**src/oel_pkg.sv**
```systemverilog
// ----------------------------------------------------------------------------
// Ordered entry list package
// Shared types, codes and sizing constants for the ordered entry list block.
// ----------------------------------------------------------------------------
package oel_pkg;

    localparam int DEPTH_DEFAULT = 16;

    localparam int MODE_W  = 2;
    localparam int ID_W    = 16;
    localparam int TICK_W  = 32;
    localparam int POS_W   = 5;
    localparam int STAT_W  = 3;
    localparam int COUNT_W = 5;

    typedef enum logic [MODE_W-1:0] {
        MODE_APPEND = 2'd0,
        MODE_DELETE = 2'd1,
        MODE_FIND   = 2'd2,
        MODE_NOP    = 2'd3
    } oel_mode_t;

    typedef enum logic [STAT_W-1:0] {
        STAT_OK       = 3'd0,
        STAT_FULL     = 3'd1,
        STAT_RANGE    = 3'd2,
        STAT_EMPTY    = 3'd3,
        STAT_NOTFOUND = 3'd4
    } oel_status_t;

    typedef enum logic [1:0] {
        ST_IDLE,
        ST_SEARCH,
        ST_RESULT
    } oel_state_t;

    typedef struct packed {
        logic [MODE_W-1:0] mode;
        logic [ID_W-1:0]   entry_id;
        logic [TICK_W-1:0] entry_tick;
        logic [POS_W-1:0]  position;
    } oel_in_item_t;

    typedef struct packed {
        logic [STAT_W-1:0]  status;
        logic [POS_W-1:0]   found_position;
        logic [ID_W-1:0]    head_id;
        logic [TICK_W-1:0]  head_tick;
        logic               is_empty;
        logic [COUNT_W-1:0] entry_count;
    } oel_out_item_t;

    // Per-cycle command broadcast to every cell of the chain
    typedef struct packed {
        logic append;
        logic remove;
        logic match_load;
        logic match_shift;
    } oel_cell_cmd_t;

endpackage

```
**src/oel_in_if.sv**
```systemverilog
// ----------------------------------------------------------------------------
// Ordered entry list input channel
// Valid/ready channel carrying one command transaction.
// ----------------------------------------------------------------------------
interface oel_in_if;
    logic                 valid;
    logic                 ready;
    oel_pkg::oel_in_item_t data;

    modport source (output valid, output data, input ready);
    modport sink   (input valid, input data, output ready);
endinterface

```
**src/oel_out_if.sv**
```systemverilog
// ----------------------------------------------------------------------------
// Ordered entry list output channel
// Valid/ready channel carrying one result transaction.
// ----------------------------------------------------------------------------
interface oel_out_if;
    logic                  valid;
    logic                  ready;
    oel_pkg::oel_out_item_t data;

    modport source (output valid, output data, input ready);
    modport sink   (input valid, input data, output ready);
endinterface

```
**src/ordered_entry_list_with_search.sv**
```systemverilog
// ----------------------------------------------------------------------------
// Ordered entry list with search
// Ordered list of up to DEPTH (id, tick) entries with append, delete at a
// 1-based position, and find by id.
// ----------------------------------------------------------------------------
// Each transaction takes one command. Append and delete do their work in the
// accepting cycle (the chain of cells writes the tail or shifts left in
// parallel), and the result is registered from ST_RESULT once the output
// register is free. Find loads a match flag in every cell, then shifts the
// flags toward the head one cell per cycle until the head flag is set or the
// held entries are exhausted, and then registers its result the same way. A
// new command is taken while the previous result still waits in the output
// register.
module ordered_entry_list_with_search #(
    parameter int DEPTH = oel_pkg::DEPTH_DEFAULT
) (
    input  logic      clk,
    input  logic      rst_n,
    oel_in_if.sink    in_ch,
    oel_out_if.source out_ch
);

    localparam int CNT_W  = $clog2(DEPTH + 1);
    localparam int STEP_W = $clog2(DEPTH);
    localparam int CMP_W  = ((CNT_W > oel_pkg::POS_W) ? CNT_W : oel_pkg::POS_W) + 1;

    oel_pkg::oel_state_t    state_reg,   state_next;
    logic [CNT_W-1:0]       count_reg,   count_next;
    logic [STEP_W-1:0]      step_reg,    step_next;
    oel_pkg::oel_status_t   status_reg,  status_next;
    logic [oel_pkg::POS_W-1:0] found_reg, found_next;
    logic                   out_valid_reg, out_valid_next;
    oel_pkg::oel_out_item_t out_data_reg,  out_data_next;

    oel_pkg::oel_cell_cmd_t cmd;
    logic                   accept;
    logic                   list_full;
    logic                   pos_bad;
    logic                   last_step;

    logic [oel_pkg::ID_W-1:0]   cell_id   [DEPTH];
    logic [oel_pkg::TICK_W-1:0] cell_tick [DEPTH];
    logic [DEPTH-1:0]           cell_match;

    assign in_ch.ready = (state_reg == oel_pkg::ST_IDLE);
    assign accept      = in_ch.valid && in_ch.ready;
    assign list_full   = (count_reg == CNT_W'(DEPTH));
    assign pos_bad     = (in_ch.data.position == '0) ||
                         (CMP_W'(in_ch.data.position) > CMP_W'(count_reg));
    assign last_step   = ((CNT_W'(step_reg) + CNT_W'(1)) >= count_reg);

    // Cell chain
    for (genvar g = 0; g < DEPTH; g++)
    begin : g_cell
        logic [oel_pkg::ID_W-1:0]   nbr_id;
        logic [oel_pkg::TICK_W-1:0] nbr_tick;
        logic                       nbr_match;

        if (g == DEPTH - 1)
        begin : g_last
            assign nbr_id    = '0;
            assign nbr_tick  = '0;
            assign nbr_match = 1'b0;
        end
        else
        begin : g_mid
            assign nbr_id    = cell_id[g+1];
            assign nbr_tick  = cell_tick[g+1];
            assign nbr_match = cell_match[g+1];
        end

        oel_cell #(
            .IDX   (g),
            .CNT_W (CNT_W)
        ) u_cell (
            .clk       (clk),
            .rst_n     (rst_n),
            .cmd       (cmd),
            .count     (count_reg),
            .position  (in_ch.data.position),
            .key_id    (in_ch.data.entry_id),
            .key_tick  (in_ch.data.entry_tick),
            .nbr_id    (nbr_id),
            .nbr_tick  (nbr_tick),
            .nbr_match (nbr_match),
            .id        (cell_id[g]),
            .tick      (cell_tick[g]),
            .match     (cell_match[g])
        );
    end

    always_comb
    begin
        state_next     = state_reg;
        count_next     = count_reg;
        step_next      = step_reg;
        status_next    = status_reg;
        found_next     = found_reg;
        out_valid_next = out_valid_reg;
        out_data_next  = out_data_reg;
        cmd            = '0;

        if (out_valid_reg && out_ch.ready)
            out_valid_next = 1'b0;

        case (state_reg)
            oel_pkg::ST_IDLE:
            begin
                if (accept)
                begin
                    status_next = oel_pkg::STAT_OK;
                    found_next  = '0;
                    step_next   = '0;
                    state_next  = oel_pkg::ST_RESULT;
                    case (oel_pkg::oel_mode_t'(in_ch.data.mode))
                        oel_pkg::MODE_APPEND:
                        begin
                            if (list_full)
                                status_next = oel_pkg::STAT_FULL;
                            else
                            begin
                                cmd.append = 1'b1;
                                count_next = count_reg + CNT_W'(1);
                            end
                        end
                        oel_pkg::MODE_DELETE:
                        begin
                            if (count_reg == '0)
                                status_next = oel_pkg::STAT_EMPTY;
                            else if (pos_bad)
                                status_next = oel_pkg::STAT_RANGE;
                            else
                            begin
                                cmd.remove = 1'b1;
                                count_next = count_reg - CNT_W'(1);
                            end
                        end
                        oel_pkg::MODE_FIND:
                        begin
                            cmd.match_load = 1'b1;
                            state_next     = oel_pkg::ST_SEARCH;
                        end
                        default:
                        begin
                            status_next = oel_pkg::STAT_OK;
                        end
                    endcase
                end
            end
            oel_pkg::ST_SEARCH:
            begin
                if (cell_match[0])
                begin
                    found_next = oel_pkg::POS_W'(CNT_W'(step_reg) + CNT_W'(1));
                    state_next = oel_pkg::ST_RESULT;
                end
                else if (last_step)
                begin
                    status_next = oel_pkg::STAT_NOTFOUND;
                    state_next  = oel_pkg::ST_RESULT;
                end
                else
                begin
                    // advance: pull flags one cell toward the head
                    cmd.match_shift = 1'b1;
                    step_next       = step_reg + STEP_W'(1);
                end
            end
            oel_pkg::ST_RESULT:
            begin
                // hold until the output register is free
                if (!out_valid_reg || out_ch.ready)
                begin
                    out_valid_next               = 1'b1;
                    out_data_next.status         = status_reg;
                    out_data_next.found_position = found_reg;
                    out_data_next.is_empty       = (count_reg == '0);
                    out_data_next.entry_count    = oel_pkg::COUNT_W'(count_reg);
                    if (count_reg == '0)
                    begin
                        out_data_next.head_id   = '0;
                        out_data_next.head_tick = '0;
                    end
                    else
                    begin
                        out_data_next.head_id   = cell_id[0];
                        out_data_next.head_tick = cell_tick[0];
                    end
                    state_next = oel_pkg::ST_IDLE;
                end
            end
            default:
            begin
                state_next = oel_pkg::ST_IDLE;
            end
        endcase
    end

    always_ff @(posedge clk or negedge rst_n)
    begin
        if (!rst_n)
        begin
            state_reg     <= oel_pkg::ST_IDLE;
            count_reg     <= '0;
            step_reg      <= '0;
            status_reg    <= oel_pkg::STAT_OK;
            found_reg     <= '0;
            out_valid_reg <= 1'b0;
        end
        else
        begin
            state_reg     <= state_next;
            count_reg     <= count_next;
            step_reg      <= step_next;
            status_reg    <= status_next;
            found_reg     <= found_next;
            out_valid_reg <= out_valid_next;
        end
    end

    always_ff @(posedge clk)
    begin
        out_data_reg <= out_data_next;
    end

    assign out_ch.valid = out_valid_reg;
    assign out_ch.data  = out_data_reg;

endmodule

```
**src/oel_cell.sv**
```systemverilog
// ----------------------------------------------------------------------------
// Ordered entry list cell
// Holds one list slot and a search flag; takes data from its right neighbor
// on delete and passes its flag to the left neighbor during a search.
// ----------------------------------------------------------------------------
module oel_cell #(
    parameter int IDX     = 0,
    parameter int CNT_W   = 5
) (
    input  logic                        clk,
    input  logic                        rst_n,
    input  oel_pkg::oel_cell_cmd_t      cmd,
    input  logic [CNT_W-1:0]            count,
    input  logic [oel_pkg::POS_W-1:0]   position,
    input  logic [oel_pkg::ID_W-1:0]    key_id,
    input  logic [oel_pkg::TICK_W-1:0]  key_tick,
    input  logic [oel_pkg::ID_W-1:0]    nbr_id,
    input  logic [oel_pkg::TICK_W-1:0]  nbr_tick,
    input  logic                        nbr_match,
    output logic [oel_pkg::ID_W-1:0]    id,
    output logic [oel_pkg::TICK_W-1:0]  tick,
    output logic                        match
);

    localparam int CMP_W = ((CNT_W > oel_pkg::POS_W) ? CNT_W : oel_pkg::POS_W) + 1;

    logic [oel_pkg::ID_W-1:0]   id_reg;
    logic [oel_pkg::TICK_W-1:0] tick_reg;
    logic                       match_reg;
    logic                       match_next;
    logic                       is_tail;
    logic                       in_list;
    logic                       at_or_after_gap;

    assign is_tail         = (CNT_W'(IDX) == count);
    assign in_list         = (CNT_W'(IDX) < count);
    assign at_or_after_gap = (CMP_W'(IDX + 1) >= CMP_W'(position));

    // Payload needs no reset
    always_ff @(posedge clk)
    begin
        if (cmd.append && is_tail)
        begin
            id_reg   <= key_id;
            tick_reg <= key_tick;
        end
        else if (cmd.remove && at_or_after_gap)
        begin
            // close the gap: take the neighbor's entry
            id_reg   <= nbr_id;
            tick_reg <= nbr_tick;
        end
    end

    always_comb
    begin
        match_next = match_reg;
        if (cmd.match_load)
            match_next = in_list && (id_reg == key_id);
        else if (cmd.match_shift)
            match_next = nbr_match;
    end

    always_ff @(posedge clk or negedge rst_n)
    begin
        if (!rst_n)
            match_reg <= 1'b0;
        else
            match_reg <= match_next;
    end

    assign id    = id_reg;
    assign tick  = tick_reg;
    assign match = match_reg;

endmodule

```
**src/flat_wrapper.sv**
```systemverilog
// flat-port wrapper written by rule: the top's interface ports become plain ports
module ordered_entry_list_with_search_flat 
#(
    parameter int DEPTH = oel_pkg::DEPTH_DEFAULT
)
  (clk, rst_n, in_ch_valid, in_ch_data, in_ch_ready, out_ch_valid, out_ch_data, out_ch_ready);
  oel_in_if in_ch_i ();
  oel_out_if out_ch_i ();
  input  logic clk;
  input  logic rst_n;
  input wire logic [$bits(in_ch_i.valid)-1:0] in_ch_valid;
  input wire logic [$bits(in_ch_i.data)-1:0] in_ch_data;
  output wire logic [$bits(in_ch_i.ready)-1:0] in_ch_ready;
  output wire logic [$bits(out_ch_i.valid)-1:0] out_ch_valid;
  output wire logic [$bits(out_ch_i.data)-1:0] out_ch_data;
  input wire logic [$bits(out_ch_i.ready)-1:0] out_ch_ready;
  assign in_ch_i.valid = in_ch_valid;
  assign in_ch_i.data = in_ch_data;
  assign in_ch_ready = in_ch_i.ready;
  assign out_ch_valid = out_ch_i.valid;
  assign out_ch_data = out_ch_i.data;
  assign out_ch_i.ready = out_ch_ready;
  ordered_entry_list_with_search #(.DEPTH(DEPTH)) u_core (.clk(clk), .rst_n(rst_n), .in_ch(in_ch_i), .out_ch(out_ch_i));
endmodule
```
**config.mk**
```make
export PLATFORM = sky130hd
export DESIGN_NAME = ordered_entry_list_with_search_flat
export DESIGN_NICKNAME = d
export VERILOG_FILES = /design/src/oel_pkg.sv /design/src/oel_in_if.sv /design/src/oel_out_if.sv /design/src/ordered_entry_list_with_search.sv /design/src/oel_cell.sv /design/src/flat_wrapper.sv
export SDC_FILE = /design/constraint.sdc
export NUM_CORES = 1
export LEC_CHECK = 0
export BUFFER_PORTS_ARGS = -buffer_cell sky130_fd_sc_hd__buf_2
export CAP_MARGIN = 5
export CORE_MARGIN = 3
export CORE_UTILIZATION = 32
export DETAILED_ROUTE_END_ITERATION = 6
export SLEW_MARGIN = 20
export SYNTH_ARGS = -nofsm -noshare
export SYNTH_HDL_FRONTEND = slang
export SYNTH_HIERARCHICAL = 1
export SYNTH_SLANG_ARGS = --single-unit
```
**constraint.sdc**
```tcl
create_clock -name clk -period 18.96 [get_ports clk]
set_clock_uncertainty 0.15 [all_clocks]
set_input_delay 0.948 -clock clk [delete_from_list [all_inputs] [get_ports clk]]
set_output_delay 0.948 -clock clk [all_outputs]
set_load 0.01 [all_outputs]
```
==> impl_metrics.env <==
export IMPL_outcome="finished, final reports clean"
export IMPL_register_area_mm2=0.02582
export IMPL_vias=19650
export IMPL_drive_above_1_share_pct=41.40
export IMPL_leakage_nw=15.98
export IMPL_setup_viol=0
export IMPL_slew_limit_headroom_pct=30.52
export IMPL_yosys_register_bits=866
export IMPL_tightest_slew_ns=1.039
export IMPL_final_cell_mix="edfxtp_1 (830), mux2_2 (624), xor2_1 (230), mux2_4 (135), buf_2 (122)"
export IMPL_largest_reg_flops=512
export IMPL_track_usage_pct=11.43
export IMPL_drv_cap=0
export IMPL_clk_latency_ns=0.65
export IMPL_die_area_mm2=0.1312
export IMPL_detail_route_antenna_nets=0
export IMPL_rsz0062_at_grt="no"
export IMPL_ir_worst_vdd_mv=0.06711
export IMPL_placed_cells=4144
export IMPL_syn_cell_area_mm2=0.04062
export IMPL_finalCritPeriodShare_pct=23.16
export IMPL_grt_pass1_wl_um=120000
export IMPL_grt_overflow_total=0
export IMPL_final_core_util_pct=36.65
export IMPL_finalCriticalPeriod_ns=4.391
export IMPL_synth_cell_type_count=68
export IMPL_fp_coreArea_mm2=0.1259
export IMPL_seq_area_frac_synth_pct=63.58
export IMPL_port_buffers=122
export IMPL_post_place_ws_ns=14.10
export IMPL_synth_area_leaders="edfxtp_1 (61%), mux2_2 (17%), mux2_4 (5.0%)"
export IMPL_final_cells=4316
export IMPL_path_class="flip-flop to flip-flop"
export IMPL_cts_hold_buf=0
export IMPL_syn_instance_count=2374
export IMPL_postCtsSetupBuffers=0
export IMPL_place_congestion=0.7757
export IMPL_tritoncts="yes"
export IMPL_async_reset_ff_share_pct=4.157
export IMPL_arrival_ns=4.50
export IMPL_r2r_start="u_core/count_reg[1]$_DFFE_PN0P_"
export IMPL_first_global_vias=20700
export IMPL_antenna_found_initial=5
export IMPL_clock_sinks=866
export IMPL_io_pins=123
export IMPL_row_count=130
export IMPL_viasPerCell=4.553
export IMPL_cts_root_buf="clkbuf_16"
export IMPL_dr_first_iter_drc_count=1163
export IMPL_wirelength_um=74670
export IMPL_cp_end_kind="flip-flop"
export IMPL_fin_ws_ns=14.57
export IMPL_rr_worst_depth=8
export IMPL_cp_start_kind="flip-flop"
export IMPL_path_clk_slew_ns=0.06
export IMPL_cts_made_buffers=93
export IMPL_initial_core_util_pct=32.26
export IMPL_timing_fmax_ghz=0.2277
export IMPL_area_delta_synth_final_pct=13.60
export IMPL_fillers=11850
export IMPL_powerDensity_mw_per_mm2=98.08
export IMPL_cp_required_ns=19.07
export IMPL_fp_dieW_um=362.3
export IMPL_h_tree_depth=3
export IMPL_post_cts_resized=0
export IMPL_multiInputGateArea_mm2=0.01431
export IMPL_max_stage_delay_ns=1.02
export IMPL_avgSynthCellArea_um2=17.11
export IMPL_synth_edff_count=830
export IMPL_cp_max_fo=48
export IMPL_hp_class="primary input to async pin"
export IMPL_mostFrequentLayoutCell="edfxtp_1"
export IMPL_slew_viol_final=0
export IMPL_drc=0
export IMPL_finalHoldViolations=0
export IMPL_cp_slowest_cell="dfrtp_1"
export IMPL_final_nets=2663
export IMPL_synth_flop_cell="edfxtp_1"
export IMPL_die_y_um=362.3
export IMPL_clk_path_buf_depth=3
export IMPL_placed_area_mm2=0.04313
export IMPL_crit_path_start="u_core/count_reg[1]$_DFFE_PN0P_"
export IMPL_grt_start_max_net_pins=56
export IMPL_post_route_cell_area_mm2=0.04614
export IMPL_wl_per_cell_um=17.30
export IMPL_crit_path_cell_trace="inv_1 -> ha_1 -> nor2b_1 -> o21ai_0 -> a21oi_1 -> nor3_4 -> nand3_1 -> nand2_2"
export IMPL_setup_tns_ns=0
export IMPL_yosys_area_top_type="edfxtp_1"
export IMPL_hpwlAfterDp_um=51300
export IMPL_synth_top_area_share_pct=61.36
export IMPL_ys_warn_count=6
export IMPL_drt_pass1_iter_count=5
==> per-layer routing <==
layer	share of wire [%]	wire, µm	global-route usage, %	vias up
met2	44	32870	17.48	359
met1	49	36950	16.51	9589
li1	-	-	-	9600
met4	2.0	1498	3.244	6
met5	0.046	34	0	-
met3	4.4	3313	2.213	97
==> stage by stage <==
step,power [W],hold slack (ns)
after CTS,0.004593,0.2713
after detailed placement,0.002835,0.2923
after global routing,0.004731,0.3246
after global placement,0.002828,0.2966
after floorplan,0.002625,0.2749
final,0.004526,0.3008
==> where the power goes <==
part	leakage, nW	switching (W)	internal [W]
clock network	1.42	0.000737	0.000999
registers	7.98	0.0000579	0.00223
logic	6.58	0.000320	0.000184
total	16.0	0.00111	0.00341
==> worst paths after layout <==
kind / slack (ns) / endpoint
setup / recovery: 14.57 / u_core/g_cell[5].u_cell/tick[25]$_DFFE_PP_
min in group clk: 0.31 / u_core/out_ch.data[57]$_DFFE_PP_
setup reg to reg: 14.57 / u_core/g_cell[5].u_cell/tick[25]$_DFFE_PP_
hold reg to reg: 0.31 / u_core/out_ch.data[57]$_DFFE_PP_
max in group asynchronous: 17.75 / u_core/g_cell[14].u_cell/match$_DFFE_PN0P_
hold / removal: 0.30 / u_core/g_cell[8].u_cell/match$_DFFE_PN0P_
==> cell type report <==
class	instances	share of cell area [%]
Antenna cell	2	0.01085
Clock buffer	124	5.404
Clock inverter	46	0.9979
Inverter	17	0.1383
Multi-Input combinational cell	1448	31.02
Sequential cell	866	55.97
Tap cell	1650	4.474
Timing Repair Buffer	163	1.990
==> logic make-up (layout without fill, tap and decap cells) <==
kind of cell | after synthesis | after routing | synth area share [%]
AND/OR/NAND/NOR | 261 | 261 | 3.949
XOR/XNOR | 264 | 264 | 5.692
other | 1 | 51 | 0.009232
buffers and inverters | 108 | 350 | 2.033
flip-flops | 866 | 866 | 63.58
multiplexers | 787 | 787 | 23.01
AO/OA/AOI/OAI | 72 | 72 | 1.251
adder cells (fa/ha/maj) | 15 | 15 | 0.4805
==> cells in the mapped netlist, types with 20 or more instances <==
cell type    n
nand2_1     38
nor4_1      52
xnor2_1     34
xor2_1     230
dfrtp_1     36
buf_2       34
edfxtp_1   830
mux2_4     135
buf_6       23
buf_4       20
mux2_2     624
nor2b_1     52
==> worst max-delay path, delay by kind of cell, from the launching register on <==
family | cells | cell delay, ns
AOI/OAI and AO/OA | 2 | 0.44
adders and majority gates | 1 | 0.36
and+or+nand+nor | 4 | 1.74
DFF | 1 | 1.02
buffers and inverters | 1 | 0.26
Power figures use the tool's default switching activity.
